**config.mk**
```make
export PLATFORM = sky130hd
export DESIGN_NAME = spcf_emit
export DESIGN_NICKNAME = d
export VERILOG_FILES = /design/src/rtl/spcf_pkg.sv /design/src/rtl/spcf_emit.sv
export SDC_FILE = /design/constraint.sdc
export NUM_CORES = 1
export LEC_CHECK = 0
export BUFFER_PORTS_ARGS = -buffer_cell sky130_fd_sc_hd__buf_4
export CAP_MARGIN = 5
export CELL_PAD_IN_SITES_DETAIL_PLACEMENT = 1
export CELL_PAD_IN_SITES_GLOBAL_PLACEMENT = 1
export CORE_AREA = 8 8 84 86
export CTS_CLUSTER_SIZE = 8
export DETAILED_ROUTE_END_ITERATION = 8
export DIE_AREA = 0 0 92 94
export PLACE_DENSITY = 0.77
export SLEW_MARGIN = 10
export SYNTH_ARGS = -nofsm -noshare
export SYNTH_HDL_FRONTEND = slang
export SYNTH_SLANG_ARGS = --single-unit
```
**constraint.sdc**
```tcl
create_clock -name clock -period 7.7 [get_ports clock]
set_clock_uncertainty 0.1 [all_clocks]
set_input_delay 1.155 -clock clock [delete_from_list [all_inputs] [get_ports clock]]
set_output_delay 1.155 -clock clock [all_outputs]
set_load 0.005 [all_outputs]
```
**src/rtl/spcf_pkg.sv**
```systemverilog
`timescale 1ns / 1ps
// ----------------------------------------------------------------------------
// spcf_pkg
// Types and constants shared by the stepper position command framer.
// ----------------------------------------------------------------------------
package spcf_pkg;

   // command modes
   localparam logic [1:0] MODE_ABS = 2'd0;
   localparam logic [1:0] MODE_REL = 2'd1;

   // motor addresses acted upon
   localparam logic [7:0] MOTOR_A = 8'd1;
   localparam logic [7:0] MOTOR_B = 8'd2;

   // frame bytes
   localparam logic [7:0] SYNC_BYTE = 8'hFD;
   localparam logic [7:0] TAIL_BYTE = 8'h6B;
   localparam logic [7:0] PAD_BYTE  = 8'h00;

   // byte positions within the frame
   localparam logic [3:0] BI_MOTOR  = 4'd0;
   localparam logic [3:0] BI_SYNC   = 4'd1;
   localparam logic [3:0] BI_DIR    = 4'd2;
   localparam logic [3:0] BI_SPD_HI = 4'd3;
   localparam logic [3:0] BI_SPD_LO = 4'd4;
   localparam logic [3:0] BI_ACCEL  = 4'd5;
   localparam logic [3:0] BI_PLS_3  = 4'd6;
   localparam logic [3:0] BI_PLS_2  = 4'd7;
   localparam logic [3:0] BI_PLS_1  = 4'd8;
   localparam logic [3:0] BI_PLS_0  = 4'd9;
   localparam logic [3:0] BI_PAD_0  = 4'd10;
   localparam logic [3:0] BI_PAD_1  = 4'd11;
   localparam logic [3:0] BI_TAIL   = 4'd12;

   // arithmetic constants, angles in 1/80 degree
   localparam int unsigned PULSE_W = 20;
   localparam logic [25:0] Q_BIAS   = 26'd16777225;   // 25 * 671089, lifts turn count >= 0
   localparam logic [27:0] RECIP25  = 28'd171798691;  // floor(2^32 / 25)
   localparam logic [25:0] RECIP18  = 26'd59652323;   // floor(2^30 / 18)
   localparam logic signed [25:0] HALF_TURN = 26'sd14400;
   localparam logic signed [25:0] FULL_TURN = 26'sd28800;

   typedef struct packed {
      logic [7:0]  motor;
      logic        rel;
      logic [23:0] angle;
      logic [15:0] speed;
      logic [7:0]  accel;
   } cmd_type;

   typedef struct packed {
      logic    valid;
      cmd_type cmd;
   } queue_head_type;

   typedef struct packed {
      logic [7:0]         motor;
      logic               dir;
      logic [15:0]        speed;
      logic [7:0]         accel;
      logic [PULSE_W-1:0] pulses;
   } frame_type;

   typedef struct packed {
      logic      valid;
      frame_type frame;
   } frame_slot_type;

   typedef enum logic [2:0] {
      CS_IDLE,
      CS_SPLIT,
      CS_MUL1,
      CS_REM,
      CS_DIFF,
      CS_MUL2,
      CS_DONE
   } exec_state_type;

endpackage

```
**src/rtl/spcf_emit.sv**
```systemverilog
`timescale 1ns / 1ps
// ----------------------------------------------------------------------------
// spcf_emit
// Serializes one finished frame into thirteen byte beats, most significant
// pulse byte first, and loads the next frame behind the last beat.
// ----------------------------------------------------------------------------
module spcf_emit (
   input  logic                     clock,
   input  logic                     reset,
   input  spcf_pkg::frame_slot_type slot,
   output logic                     take,
   output logic                     rsp_valid,
   input  logic                     rsp_stall,
   output logic [7:0]               rsp_frame_byte,
   output logic                     rsp_last_byte
);

   spcf_pkg::frame_type frame_ff, frame_in;
   logic                valid_ff, valid_in;
   logic [3:0]          idx_ff, idx_in;
   logic                beat;
   logic                last;
   logic [31:0]         pulses32;

   always_comb begin
      last     = (idx_ff == spcf_pkg::BI_TAIL);
      beat     = valid_ff && !rsp_stall;
      take     = slot.valid && (!valid_ff || (beat && last));
      frame_in = frame_ff;
      valid_in = valid_ff;
      idx_in   = idx_ff;
      if (take) begin
         frame_in = slot.frame;
         valid_in = 1'b1;
         idx_in   = spcf_pkg::BI_MOTOR;
      end else if (beat) begin
         if (last) begin
            valid_in = 1'b0;
         end else begin
            idx_in = idx_ff + 4'd1;
         end
      end
   end

   assign pulses32 = 32'(frame_ff.pulses);

   always_comb begin
      unique case (idx_ff)
         spcf_pkg::BI_MOTOR:  rsp_frame_byte = frame_ff.motor;
         spcf_pkg::BI_SYNC:   rsp_frame_byte = spcf_pkg::SYNC_BYTE;
         spcf_pkg::BI_DIR:    rsp_frame_byte = {7'b0, frame_ff.dir};
         spcf_pkg::BI_SPD_HI: rsp_frame_byte = frame_ff.speed[15:8];
         spcf_pkg::BI_SPD_LO: rsp_frame_byte = frame_ff.speed[7:0];
         spcf_pkg::BI_ACCEL:  rsp_frame_byte = frame_ff.accel;
         spcf_pkg::BI_PLS_3:  rsp_frame_byte = pulses32[31:24];
         spcf_pkg::BI_PLS_2:  rsp_frame_byte = pulses32[23:16];
         spcf_pkg::BI_PLS_1:  rsp_frame_byte = pulses32[15:8];
         spcf_pkg::BI_PLS_0:  rsp_frame_byte = pulses32[7:0];
         spcf_pkg::BI_PAD_0:  rsp_frame_byte = spcf_pkg::PAD_BYTE;
         spcf_pkg::BI_PAD_1:  rsp_frame_byte = spcf_pkg::PAD_BYTE;
         spcf_pkg::BI_TAIL:   rsp_frame_byte = spcf_pkg::TAIL_BYTE;
         default:             rsp_frame_byte = spcf_pkg::PAD_BYTE;
      endcase
   end

   assign rsp_valid     = valid_ff;
   assign rsp_last_byte = last;

   always_ff @(posedge clock) begin
      frame_ff <= frame_in;
      idx_ff   <= idx_in;
   end

   always_ff @(posedge clock) begin
      if (reset) begin
         valid_ff <= 1'b0;
      end else begin
         valid_ff <= valid_in;
      end
   end

endmodule

```
==> summary.txt <==
Cells and area
  • Layout cells sized above 1: between 30% and 40%
  • Fillers: 602
  • Ant. Diodes: 0
  • Layout area overhead: 31.0%
  • Multi-input gate area: around 640 um2
  • Register area: roughly 1700 um2
  • Final core utilization: roughly 55%
  • Nets@finish: 289

Floorplanning
  • I/O pins: 68
  • DIE HEIGHT: 94 um
  • Core area: between 5000 and 6000 um2
  • Starting Density: between 40% and 50%
  • Die Wd: between 90 and 100 um
  • Die Area: around 8600 um2
  • Row cnt: 28

Worst setup path
  • CP Max Fanout: between 50 and 60
  • Worst setup path category: flip-flop to primary output
  • Reg2Reg Depth: 6
  • R2R setup slack: approximately 4800 ps
  • Arrival time worst endpoint: around 3000 ps
  • Startpoint types: flip-flop
  • CP Capture Type: primary output
  • Worst R2R Start: idx_ff[0]
  • R2R Path End: frame_ff[36]
  • Worst endpoint required time: about 6400 ps

Drt
  • Final ANT Viol Nets: 0
  • Detailed-routing iteration count for the pre-antenna-repair pass: 4
  • Drt first-iter violations: 68
  • Routed wire length: 5980 um
  • Via count: around 1700
  • Post-DR vias/cell: 5.39
  • Drt wl/cell: ~19 um
  • DRC errors left: 0

Hold path
  • Hold EP: idx_ff[0]
  • WHS Path Cells: 1
  • Min-delay src: idx_ff[0]
  • Min-Delay Path Class: flip-flop to flip-flop

STA
  • Final-report hold violation count: 0
  • Fin crit period: around 4200 ps
  • Worst slew margin: a little over a quarter
  • Slew at the pin with the worst max-slew slack: roughly 1100 ps
  • Final Slew Violations: 0
  • Fin crit share: 55.1%
  • Fin Setup TNS: 0 ps
  • Final setup fails: 0
  • Unrepaired setup endpoints after global routing: false
  • Max Clock Freq: 236 MHz

GRT
  • Grt total ovfl: 0
  • Total track usage: between 10% and 20%
  • First-pass GRT wire length: roughly 9600 um
  • Met1 usage: about 16%
  • Met2 Track Usage GR: between 20% and 30%
  • Met3 global-route usage: approximately 6.0%
  • Antenna violations before repair: 0
  • Grt peak-use layer: met2
  • Largest net degree at the start of global routing: 55
  • Number of global-route vias before repair: 1847

Clock tree
  • Hold_buf cts: 0
  • Postcts setup bufs: 0
  • CTS Buf Count: 9
  • Clk slew on worst S/H paths: roughly 70 ps
  • Root buffer cell: clkbuf_8
  • Deepest clock path buffer count: 2
  • Clock latency at the later pin of the worst-skew pair: roughly 340 ps
  • H-tree depth: 3
  • Post-CTS sizing: 0
  • CTS Sinks: just under 60
  • CTS tree: yes

Yosys
  • Synth area leader: edfxtp_1
  • Primary FF master, synth: edfxtp_1
  • Sequential area share after synthesis: around 70%
  • Post-synth EDFFs: 53
  • Most frequent cell after synthesis: edfxtp_1
  • Mapped Cells: 160
  • Synth Cell Area: 2410 um2
  • Syn avg cell area: around 15 um2
  • Yosys top cell area share: 65.9%
  • Yosys reg bits: 58
  • Area contributors post-synth: edfxtp_1 66%, dfxtp_1 4.1%, ha_1 2.1%
  • Post-synth ARST share: 0%
  • Ys Warns: 0
  • Count of different cell masters after synthesis: 43
  • Post-Syn Nets: between 200 and 250
  • Synth top cells by count: 53 x edfxtp_1, 8 x buf_2, 8 x nand3_1

Placement
  • DPL Wire Length: approximately 4200 um
  • GPL Wtd Cong: approximately 0.76
  • Port Buf Inserts: 67

Power
  • Leak: 1.20 nW
  • Peak supply drop: between 200 and 250 uV
  • Power per cell area: 234 nW/um2

Run
  • Max cap viols: 0

Status
  • Outcome: finished clean
## metal layers
metal,up-vias,routed length [um]
li1,784,-
met1,822,2470
met2,47,3090
met3,7,321
met4,0,108
met5,-,0
## through the flow
step	hold WS [ps]	power [mW]	area (um2)	instances	worst slack, ps
2_1_floorplan	431	0.417	2410	160	3820
5_1_grt	557	0.767	3160	308	3150
3_5_place_dp	497	0.466	2960	292	3780
3_3_place_gp	458	0.463	2960	292	3910
6_report	510	0.740	3160	308	3460
4_1_cts	522	0.751	3160	308	3400
## critical path, cell delays in order, from the launching register on
cell and delay (ps):
dfxtp_1 350, inv_1 130, ha_1 750, nand3_2 230
o21ai_1 230, and2_2 160, buf_4 530, buf_4 230
## sequential cells by signal (all words and copies together) (netlist names)
| register | flops |
|---|---|
| frame_ff | 53 |
| idx_ff | 4 |
| rsp_valid | 1 |
## report_power, final
| group | internal [mW] | total, mW | switching [mW] | leakage, nW |
|---|---|---|---|---|
| sequential | 0.364 | 0.372 | 0.00768 | 0.546 |
| clock | 0.151 | 0.282 | 0.131 | 0.0885 |
| combinational | 0.0454 | 0.0857 | 0.0403 | 0.564 |
| total | 0.561 | 0.740 | 0.179 | 1.20 |
## placed cells by master, fill, tap and decap left out, types with 2 or more instances in the layout
| cell type | instances |
|---|---|
| buf_4 | 68 |
| edfxtp_1 | 53 |
| clkbuf_8 | 9 |
| nand3_1 | 8 |
| inv_1 | 6 |
| a22oi_1 | 5 |
| o211ai_1 | 5 |
| a221oi_1 | 5 |
| a21oi_1 | 5 |
| dfxtp_1 | 5 |
| o21ai_1 | 4 |
| and3_1 | 4 |
| a22o_1 | 4 |
| ha_1 | 4 |
| clkinvlp_4 | 4 |
| nand2_1 | 3 |
| o21ai_0 | 3 |
| a211oi_1 | 3 |
| a221o_1 | 2 |
| a32oi_1 | 2 |
| nand2b_1 | 2 |
| o221ai_1 | 2 |
| o21a_1 | 2 |
| o32ai_1 | 2 |
| inv_6 | 2 |
## logic make-up (layout without fill, tap and decap cells)
group | Yosys count | count (layout) | share of synthesized area (%)
flops | 58 | 58 | 70.1
buf+inv | 18 | 91 | 3.52
simple gates | 24 | 24 | 5.96
mux | 3 | 3 | 1.35
compound gates | 53 | 53 | 17.0
fa+ha+maj | 4 | 4 | 2.07
## how the worst max path moves through the flow
stage              start    to  slack [ps]
4_1_cts        idx_ff[0]  take        3400
5_1_grt        idx_ff[0]  take        3150
3_5_place_dp   idx_ff[0]  take        3780
3_3_place_gp   idx_ff[0]  take        3910
2_1_floorplan  rsp_stall  take        3820
6_report       idx_ff[0]  take        3460
## area by class of cell
| type | count | share of cell area (%) |
|---|---|---|
| Clock buffer | 9 | 3.92 |
| Tap cell | 75 | 2.97 |
| Timing Repair Buffer | 68 | 16.1 |
| Inverter | 7 | 0.831 |
| Multi-Input combinational cell | 84 | 20.2 |
| Clock inverter | 7 | 2.45 |
| Sequential cell | 58 | 53.5 |
(Power assumes the default switching activity.)
