===== src/rtl/spcf_pkg.sv =====
`timescale 1ns / 1ps
// ----------------------------------------------------------------------------
// spcf_pkg
// Types and constants shared by the stepper position command framer.
// ----------------------------------------------------------------------------
package spcf_pkg;

   // command modes
   localparam logic [1:0] MODE_ABS = 2'd0;
   localparam logic [1:0] MODE_REL = 2'd1;

   // motor addresses acted upon
   localparam logic [7:0] MOTOR_A = 8'd1;
   localparam logic [7:0] MOTOR_B = 8'd2;

   // frame bytes
   localparam logic [7:0] SYNC_BYTE = 8'hFD;
   localparam logic [7:0] TAIL_BYTE = 8'h6B;
   localparam logic [7:0] PAD_BYTE  = 8'h00;

   // byte positions within the frame
   localparam logic [3:0] BI_MOTOR  = 4'd0;
   localparam logic [3:0] BI_SYNC   = 4'd1;
   localparam logic [3:0] BI_DIR    = 4'd2;
   localparam logic [3:0] BI_SPD_HI = 4'd3;
   localparam logic [3:0] BI_SPD_LO = 4'd4;
   localparam logic [3:0] BI_ACCEL  = 4'd5;
   localparam logic [3:0] BI_PLS_3  = 4'd6;
   localparam logic [3:0] BI_PLS_2  = 4'd7;
   localparam logic [3:0] BI_PLS_1  = 4'd8;
   localparam logic [3:0] BI_PLS_0  = 4'd9;
   localparam logic [3:0] BI_PAD_0  = 4'd10;
   localparam logic [3:0] BI_PAD_1  = 4'd11;
   localparam logic [3:0] BI_TAIL   = 4'd12;

   // arithmetic constants, angles in 1/80 degree
   localparam int unsigned PULSE_W = 20;
   localparam logic [25:0] Q_BIAS   = 26'd16777225;   // 25 * 671089, lifts turn count >= 0
   localparam logic [27:0] RECIP25  = 28'd171798691;  // floor(2^32 / 25)
   localparam logic [25:0] RECIP18  = 26'd59652323;   // floor(2^30 / 18)
   localparam logic signed [25:0] HALF_TURN = 26'sd14400;
   localparam logic signed [25:0] FULL_TURN = 26'sd28800;

   typedef struct packed {
      logic [7:0]  motor;
      logic        rel;
      logic [23:0] angle;
      logic [15:0] speed;
      logic [7:0]  accel;
   } cmd_type;

   typedef struct packed {
      logic    valid;
      cmd_type cmd;
   } queue_head_type;

   typedef struct packed {
      logic [7:0]         motor;
      logic               dir;
      logic [15:0]        speed;
      logic [7:0]         accel;
      logic [PULSE_W-1:0] pulses;
   } frame_type;

   typedef struct packed {
      logic      valid;
      frame_type frame;
   } frame_slot_type;

   typedef enum logic [2:0] {
      CS_IDLE,
      CS_SPLIT,
      CS_MUL1,
      CS_REM,
      CS_DIFF,
      CS_MUL2,
      CS_DONE
   } exec_state_type;

endpackage


===== src/rtl/spcf_front.sv =====
`timescale 1ns / 1ps
// ----------------------------------------------------------------------------
// spcf_front
// Accepts command beats, drops those with an unknown mode or motor and
// queues the rest in a two-entry queue for the execution side.
// ----------------------------------------------------------------------------
module spcf_front (
   input  logic                    clock,
   input  logic                    reset,
   input  logic                    req_valid,
   output logic                    req_stall,
   input  logic [1:0]              req_mode,
   input  logic [7:0]              req_motor,
   input  logic signed [23:0]      req_angle,
   input  logic [15:0]             req_speed,
   input  logic [7:0]              req_accel,
   output spcf_pkg::queue_head_type head,
   input  logic                    pop
);

   spcf_pkg::cmd_type q_ff [2];
   spcf_pkg::cmd_type q_in [2];
   logic              wr_ptr_ff, wr_ptr_in;
   logic              rd_ptr_ff, rd_ptr_in;
   logic [1:0]        count_ff, count_in;
   logic              cmd_ok;
   logic              push;
   spcf_pkg::cmd_type cmd;

   assign req_stall = (count_ff == 2'd2);

   always_comb begin
      cmd_ok = ((req_mode == spcf_pkg::MODE_ABS) || (req_mode == spcf_pkg::MODE_REL)) &&
               ((req_motor == spcf_pkg::MOTOR_A) || (req_motor == spcf_pkg::MOTOR_B));
      push   = req_valid && !req_stall && cmd_ok;

      cmd.motor = req_motor;
      cmd.rel   = (req_mode == spcf_pkg::MODE_REL);
      cmd.angle = req_angle;
      cmd.speed = req_speed;
      cmd.accel = req_accel;

      q_in = q_ff;
      if (push) begin
         q_in[wr_ptr_ff] = cmd;
      end
      wr_ptr_in = push ? !wr_ptr_ff : wr_ptr_ff;
      rd_ptr_in = pop ? !rd_ptr_ff : rd_ptr_ff;
      count_in  = count_ff + {1'b0, push} - {1'b0, pop};
   end

   assign head.valid = (count_ff != 2'd0);
   assign head.cmd   = q_ff[rd_ptr_ff];

   always_ff @(posedge clock) begin
      q_ff <= q_in;
   end

   always_ff @(posedge clock) begin
      if (reset) begin
         wr_ptr_ff <= 1'b0;
         rd_ptr_ff <= 1'b0;
         count_ff  <= 2'd0;
      end else begin
         wr_ptr_ff <= wr_ptr_in;
         rd_ptr_ff <= rd_ptr_in;
         count_ff  <= count_in;
      end
   end

endmodule


===== config.mk =====
export PLATFORM = sky130hd
export DESIGN_NAME = spcf_front
export DESIGN_NICKNAME = d
export VERILOG_FILES = /design/src/rtl/spcf_pkg.sv /design/src/rtl/spcf_front.sv
export SDC_FILE = /design/constraint.sdc
export NUM_CORES = 1
export LEC_CHECK = 0
export BUFFER_PORTS_ARGS = -buffer_cell sky130_fd_sc_hd__buf_2
export CORE_ASPECT_RATIO = 0.5
export CORE_MARGIN = 8
export CORE_UTILIZATION = 35
export DETAILED_ROUTE_END_ITERATION = 10
export GPL_TIMING_DRIVEN = 0
export PLACE_DENSITY = 0.56
export SYNTH_ARGS = -nofsm -noshare
export SYNTH_HDL_FRONTEND = slang
export SYNTH_SLANG_ARGS = --single-unit

===== constraint.sdc =====
create_clock -name clock -period 13.2 [get_ports clock]
set_input_delay 3.96 -clock clock [delete_from_list [all_inputs] [get_ports clock]]
set_output_delay 3.96 -clock clock [all_outputs]
set_load 0.02 [all_outputs]

==> results of run 1 <==
-- final cells by class --
class | instances | area (sq um) | area share
multi-input combinational | 78 | 821 | 0.140
inverter | 2 | 7.51 | 0.00128
tap | 165 | 206 | 0.0352
clock inverter | 8 | 166 | 0.0284
buffer | 6 | 37.5 | 0.00640
timing repair buffer | 121 | 621 | 0.106
sequential | 118 | 3500 | 0.597
clock buffer | 24 | 502 | 0.0856
-- cell usage after synthesis, drive strengths merged --
library cell / n
and2: 2
and2b: 2
and4b: 1
buf: 6
dfxtp: 4
edfxtp: 114
ha: 2
inv: 2
mux2: 58
nor2: 4
nor2b: 2
nor3: 1
nor4: 1
nor4b: 1
or2: 1
xnor2: 1
xor2: 2
-- worst reg2reg max path, cell delays in order, from the launching register on --
cell and delay (ns):
dfxtp_1 0.35, and2b_1 0.19, and4b_4 0.35, inv_1 0.09, nor2_4 0.64, buf_12 0.32
-- state kept, by name, indices dropped and copies added (netlist names) --
name       flops
q_ff         114
count_ff       2
rd_ptr_ff      1
wr_ptr_ff      1
-- worst paths after layout --
path / start / endpoint / slack [ns]
max: req_motor[3] / q_ff[72] / 7.53
min: count_ff[1] / count_ff[1] / 0.53
max reg2reg: count_ff[0] / q_ff[72] / 10.93
min reg2reg: count_ff[1] / count_ff[1] / 0.53
-- cells by family (layout without fill, tap and decap cells) --
logic type               Yosys count  in the layout  share of synthesized area
flip-flops                       118            118                      0.803
multiplexers                      58             58                      0.151
AND/OR/NAND/NOR                   15             15                     0.0238
buffers and inverters              8            161                     0.0103
XOR/XNOR                           3              3                    0.00603
adder cells (fa/ha/maj)            2              2                    0.00574
-- stage by stage --
step / cells / worst slack (ns) / hold slack, ns
after global placement: 489 / 4.30 / 0.506
after floorplan: 204 / 5.79 / 0.485
after CTS: 522 / 7.32 / 0.517
after global routing: 522 / 7.40 / 0.588
final: 522 / 7.53 / 0.525
after detailed placement: 490 / 6.82 / 0.510
-- where the power goes --
| part | internal (mW) | switching, mW |
|---|---|---|
| clock network | 0.359 | 0.152 |
| registers | 0.412 | 0.000874 |
| logic | 0.0289 | 0.0341 |
| total | 0.800 | 0.187 |
-- cell usage in the layout (no fill, tap or decap), drive strengths merged --
| cell type | instances |
|---|---|
| and2 | 2 |
| clkbuf | 24 |
| xor2 | 2 |
| nor4b | 1 |
| and2b | 2 |
| xnor2 | 1 |
| edfxtp | 114 |
| bufinv | 5 |
| nor3 | 1 |
| mux2 | 58 |
| and4b | 1 |
| nor4 | 1 |
| inv | 2 |
| clkinv | 2 |
| or2 | 1 |
| clkinvlp | 1 |
| nor2b | 2 |
| dfxtp | 4 |
| ha | 2 |
| nor2 | 4 |
| buf | 127 |
-- layer usage --
metal | wire length [um] | up-vias
met5 | 0 | -
met2 | 5020 | 58
met3 | 443 | 15
met1 | 3430 | 1151
li1 | - | 1084
met4 | 180 | 0
==> impl_metrics.tcl, run 1 <==
set metrics [dict create \
    use_met1 0.114 \
    finalCriticalPeriod_ns 5.67 \
    outcome "finished clean" \
    cpPeakStageDelay_ns 0.64 \
    die_x_um 174 \
    setup_viol_count_final 0 \
    crit_path_cell_trace "buf_2, nor4_1, and4b_4, inv_1, nor2_4, buf_12" \
    drtPass1Iterations 4 \
    yosysSeqAreaShare 0.803 \
    numCtsBuffers 17 \
    slew_violations 0 \
    critPathArrivalTime_ns 5.76 \
    cp.buffers_inverters 3 \
    fmax_mhz 176 \
    holdBufCountCts 0 \
    crit_path_top_delay_cell "nor2_4" \
    post_drt_via_cell_ratio 4.42 \
    worst_setup_path_start_kind "input pin" \
    nets 408 \
    worst_pin_slew_ns 0.830 \
    yosysTopAreaCell "edfxtp_1" \
    portBuffers 120 \
    grt_max_degree 58 \
    rows 28 \
    io-pin-count 121 \
    grt_pass1_vias 2685 \
    drtAntennaViolNets 0 \
    final_area_sq_um 5860 \
    cp.depth 6 \
    path_delay_family "simple AND/OR/NAND/NOR gates" \
    path_class "input pin to register" \
    rsz0062_at_grt "no" \
    ys.warnings.count 0 \
    die_area_sq_um 16500 \
    hold_viol 0 \
    cts_sinks 118 \
    syn_area_per_cell_sq_um 21.4 \
    cts_root_buffer "clkbuf_16" \
    die_h_um 94.9 \
    grt_usage 0.114 \
    crit_required_ns 13.29 \
    fin_util 0.489 \
    p_leak_nw 2.19 \
    whs_path_depth 2 \
    period_share 0.430 \
    drv_cap 0 \
    path_clk_slew_ns 0.05 \
    start_util 0.364 \
    route.detailed.drc 0 \
    top_usage_layer "met2" \
    finalPower_mw 0.987 \
    ctsResizeCount 0 \
    synthCells 204 \
    place_area_sq_um 5190 \
    hold_class "register to register" \
    use_met3 0.0386 \
    drive_above_1_share 0.616 \
    drt-total-wl_um 9080 \
    rr_worst_depth 5 \
    drt_iter0_markers 105 \
    yosys-top-cells-area "edfxtp_1 (79%), mux2_2 (15%), dfxtp_1 (1.8%), ha_1 (0.57%), buf_4 (0.52%)" \
    antenna_found_initial 0 \
    grt_pass1_wl_um 14200 \
    fillers 1041 \
    yosysUniqueCellTypes 21 \
    gp_congestion 0.686 \
    syn_to_final_growth_pct 34.5 \
    cp_max_fo 33 \
    via_count 2308 \
    slew_headroom 0.445 \
    cts_buffer_depth 2 \
    use_met2 0.213 \
    design.core.area_sq_um 12000 \
    post_cts_buffers 0 \
    htree_num_levels 4 \
    dp_hpwl_um 6260 \
    peakVddDrop_mv 0.0920 \
    fin_worst_skew_ns 0.00513 \
    power_density_nw_per_um2 168 \
    cp-end-kind "register" \
    cts_tree "built" \
    grt_overflow 0 \
    tns_ns 0 \
    syn_area_sq_um 4360 \
    routedWlPerCell_um 17.4 \
    yosysTopAreaCellShare 0.785 \
    clock_latency_ns 0.40 \
    ys_seq_elements 118 \
    synth_nets 268 \
    diodes 0 \
]
No activity file was read; power rests on OpenSTA's default activity.
==> run 2, diff against run 1 <==
PLACE_DENSITY = 0.58   (was 0.56)
clock period = 4.57 ns   (was 13.2 ns; I/O delays follow)
==> impl_metrics.tcl, run 2 (synthesis gave the netlist of run 1 again) <==
set metrics [dict create \
    post_drt_via_cell_ratio 4.40 \
    cpPeakStageDelay_ns 0.69 \
    gp_congestion 0.660 \
    antenna_found_initial 0 \
    syn_to_final_growth_pct 31.7 \
    crit_required_ns 4.65 \
    clock_latency_ns 0.40 \
    whs_path_depth 2 \
    final_cell_mix "buf_2 (123), edfxtp_1 (114), mux2_2 (57)" \
    drt_iter0_markers 94 \
    holdBufCountCts 0 \
    nets 408 \
    finalPower_mw 2.60 \
    cp.depth 6 \
    route.detailed.drc 0 \
    hold_viol 0 \
    fmax_mhz 317 \
    grt_pass1_wl_um 13900 \
    post-place-ws_ns 0.801 \
    cts_sinks 118 \
    io-pin-count 121 \
    outcome "finished clean" \
    period_share 0.690 \
    ctsResizeCount 0 \
    worst_setup_path_start_kind "input pin" \
    dp_hpwl_um 6120 \
    critPathArrivalTime_ns 3.24 \
    die_x_um 174 \
    worst_slack_ns 1.42 \
    cts_root_buffer "clkbuf_16" \
    diodes 0 \
    slew_violations 0 \
    top_regs "q_ff (114), count_ff (2)" \
    die_h_um 94.9 \
    hold_class "register to register" \
    drv_cap 0 \
    fillers 1043 \
    largest_register "q_ff" \
    p_leak_nw 2.12 \
    cp_max_fo 30 \
    rsz0062_at_grt "no" \
    via_count 2290 \
    numCtsBuffers 17 \
    portBuffers 120 \
    rr_worst_depth 5 \
    worst_pin_slew_ns 0.894 \
    final_area_sq_um 5740 \
    grt_overflow 0 \
    power_density_nw_per_um2 453 \
    post_cts_buffers 0 \
    grt_pass1_vias 2706 \
    start_util 0.364 \
    htree_num_levels 4 \
    grt_usage 0.112 \
    design.core.area_sq_um 12000 \
    drtAntennaViolNets 0 \
    setup_viol_count_final 0 \
    drt-total-wl_um 8890 \
    crit_path_top_delay_cell "nor2_4" \
    crit_path_cell_trace "buf_2, nor4_1, and4b_4, inv_1, nor2_4, buf_12" \
    cp.buffers_inverters 3 \
    die_area_sq_um 16500 \
    peakVddDrop_mv 0.218 \
    multi_input_area_sq_um 821 \
    cts_buffer_depth 2 \
    routedWlPerCell_um 17.1 \
    path_delay_family "simple AND/OR/NAND/NOR gates" \
    finalCriticalPeriod_ns 3.15 \
    grt_max_degree 58 \
    drtPass1Iterations 4 \
    path_clk_slew_ns 0.05 \
    drive_above_1_share 0.610 \
    cp-end-kind "register" \
    place_area_sq_um 5190 \
    cts_tree "built" \
    regArea_sq_um 3500 \
    mostFrequentLayoutCell "buf_2" \
    fin_worst_skew_ns 0.00650 \
    largest_reg_flops 114 \
    path_class "input pin to register" \
    slew_headroom 0.402 \
    rows 28 \
]
run 2: cell types whose count changed in the layout (fill, tap and decap cells not counted), sizes merged:
cell and delta:
clkbuf -4, clkinv +4, bufinv -3, clkinvlp +2
run 2: final timing paths:
check,start,to,slack (ns)
worst max register to register,count_ff[0],q_ff[75],2.27
worst min-delay path,count_ff[1],count_ff[1],0.54
worst min register to register,count_ff[1],count_ff[1],0.54
worst max-delay path,req_motor[3],q_ff[75],1.42
run 2: per-layer routing:
| metal | vias up | track usage | part of all wire |
|---|---|---|---|
| met5 | - | 0 | 0 |
| met4 | 0 | 0.0466 | 0.011 |
| met3 | 8 | 0.0422 | 0.043 |
| met2 | 40 | 0.214 | 0.56 |
| met1 | 1156 | 0.109 | 0.39 |
| li1 | 1086 | - | - |
run 2: stage by stage:
step | hold WS (ns) | TNS [ns] | util | std cells
final | 0.537 | 0 | 0.479 | 521
after global routing | 0.573 | 0 | 0.479 | 521
after CTS | 0.544 | 0 | 0.479 | 521
after detailed placement | 0.532 | 0 | 0.434 | 490
after global placement | 0.504 | -17.19 | 0.431 | 489
after floorplan | 0.485 | 0 | - | 204
run 2: where the power goes:
group / leakage [nW] / switching [mW] / internal (mW)
clock network: 0.261 / 0.437 / 0.789
logic: 0.806 / 0.0977 / 0.0834
registers: 1.06 / 0.00243 / 1.19
run 2: final cells by class:
class	count	share of cell area
multi-input cells	78	0.143
plain buffers	6	0.00654
inverters	2	0.00131
repair buffers	121	0.108
clock inverters	11	0.0192
clock buffers	20	0.0760
well taps	165	0.0359
flip-flops and latches	118	0.610
run 2: worst min-delay path, cell delays in order (launching register included):
cell	delay (ns)
dfxtp_1	0.32
nor2_1	0.11
nor3_1	0.06
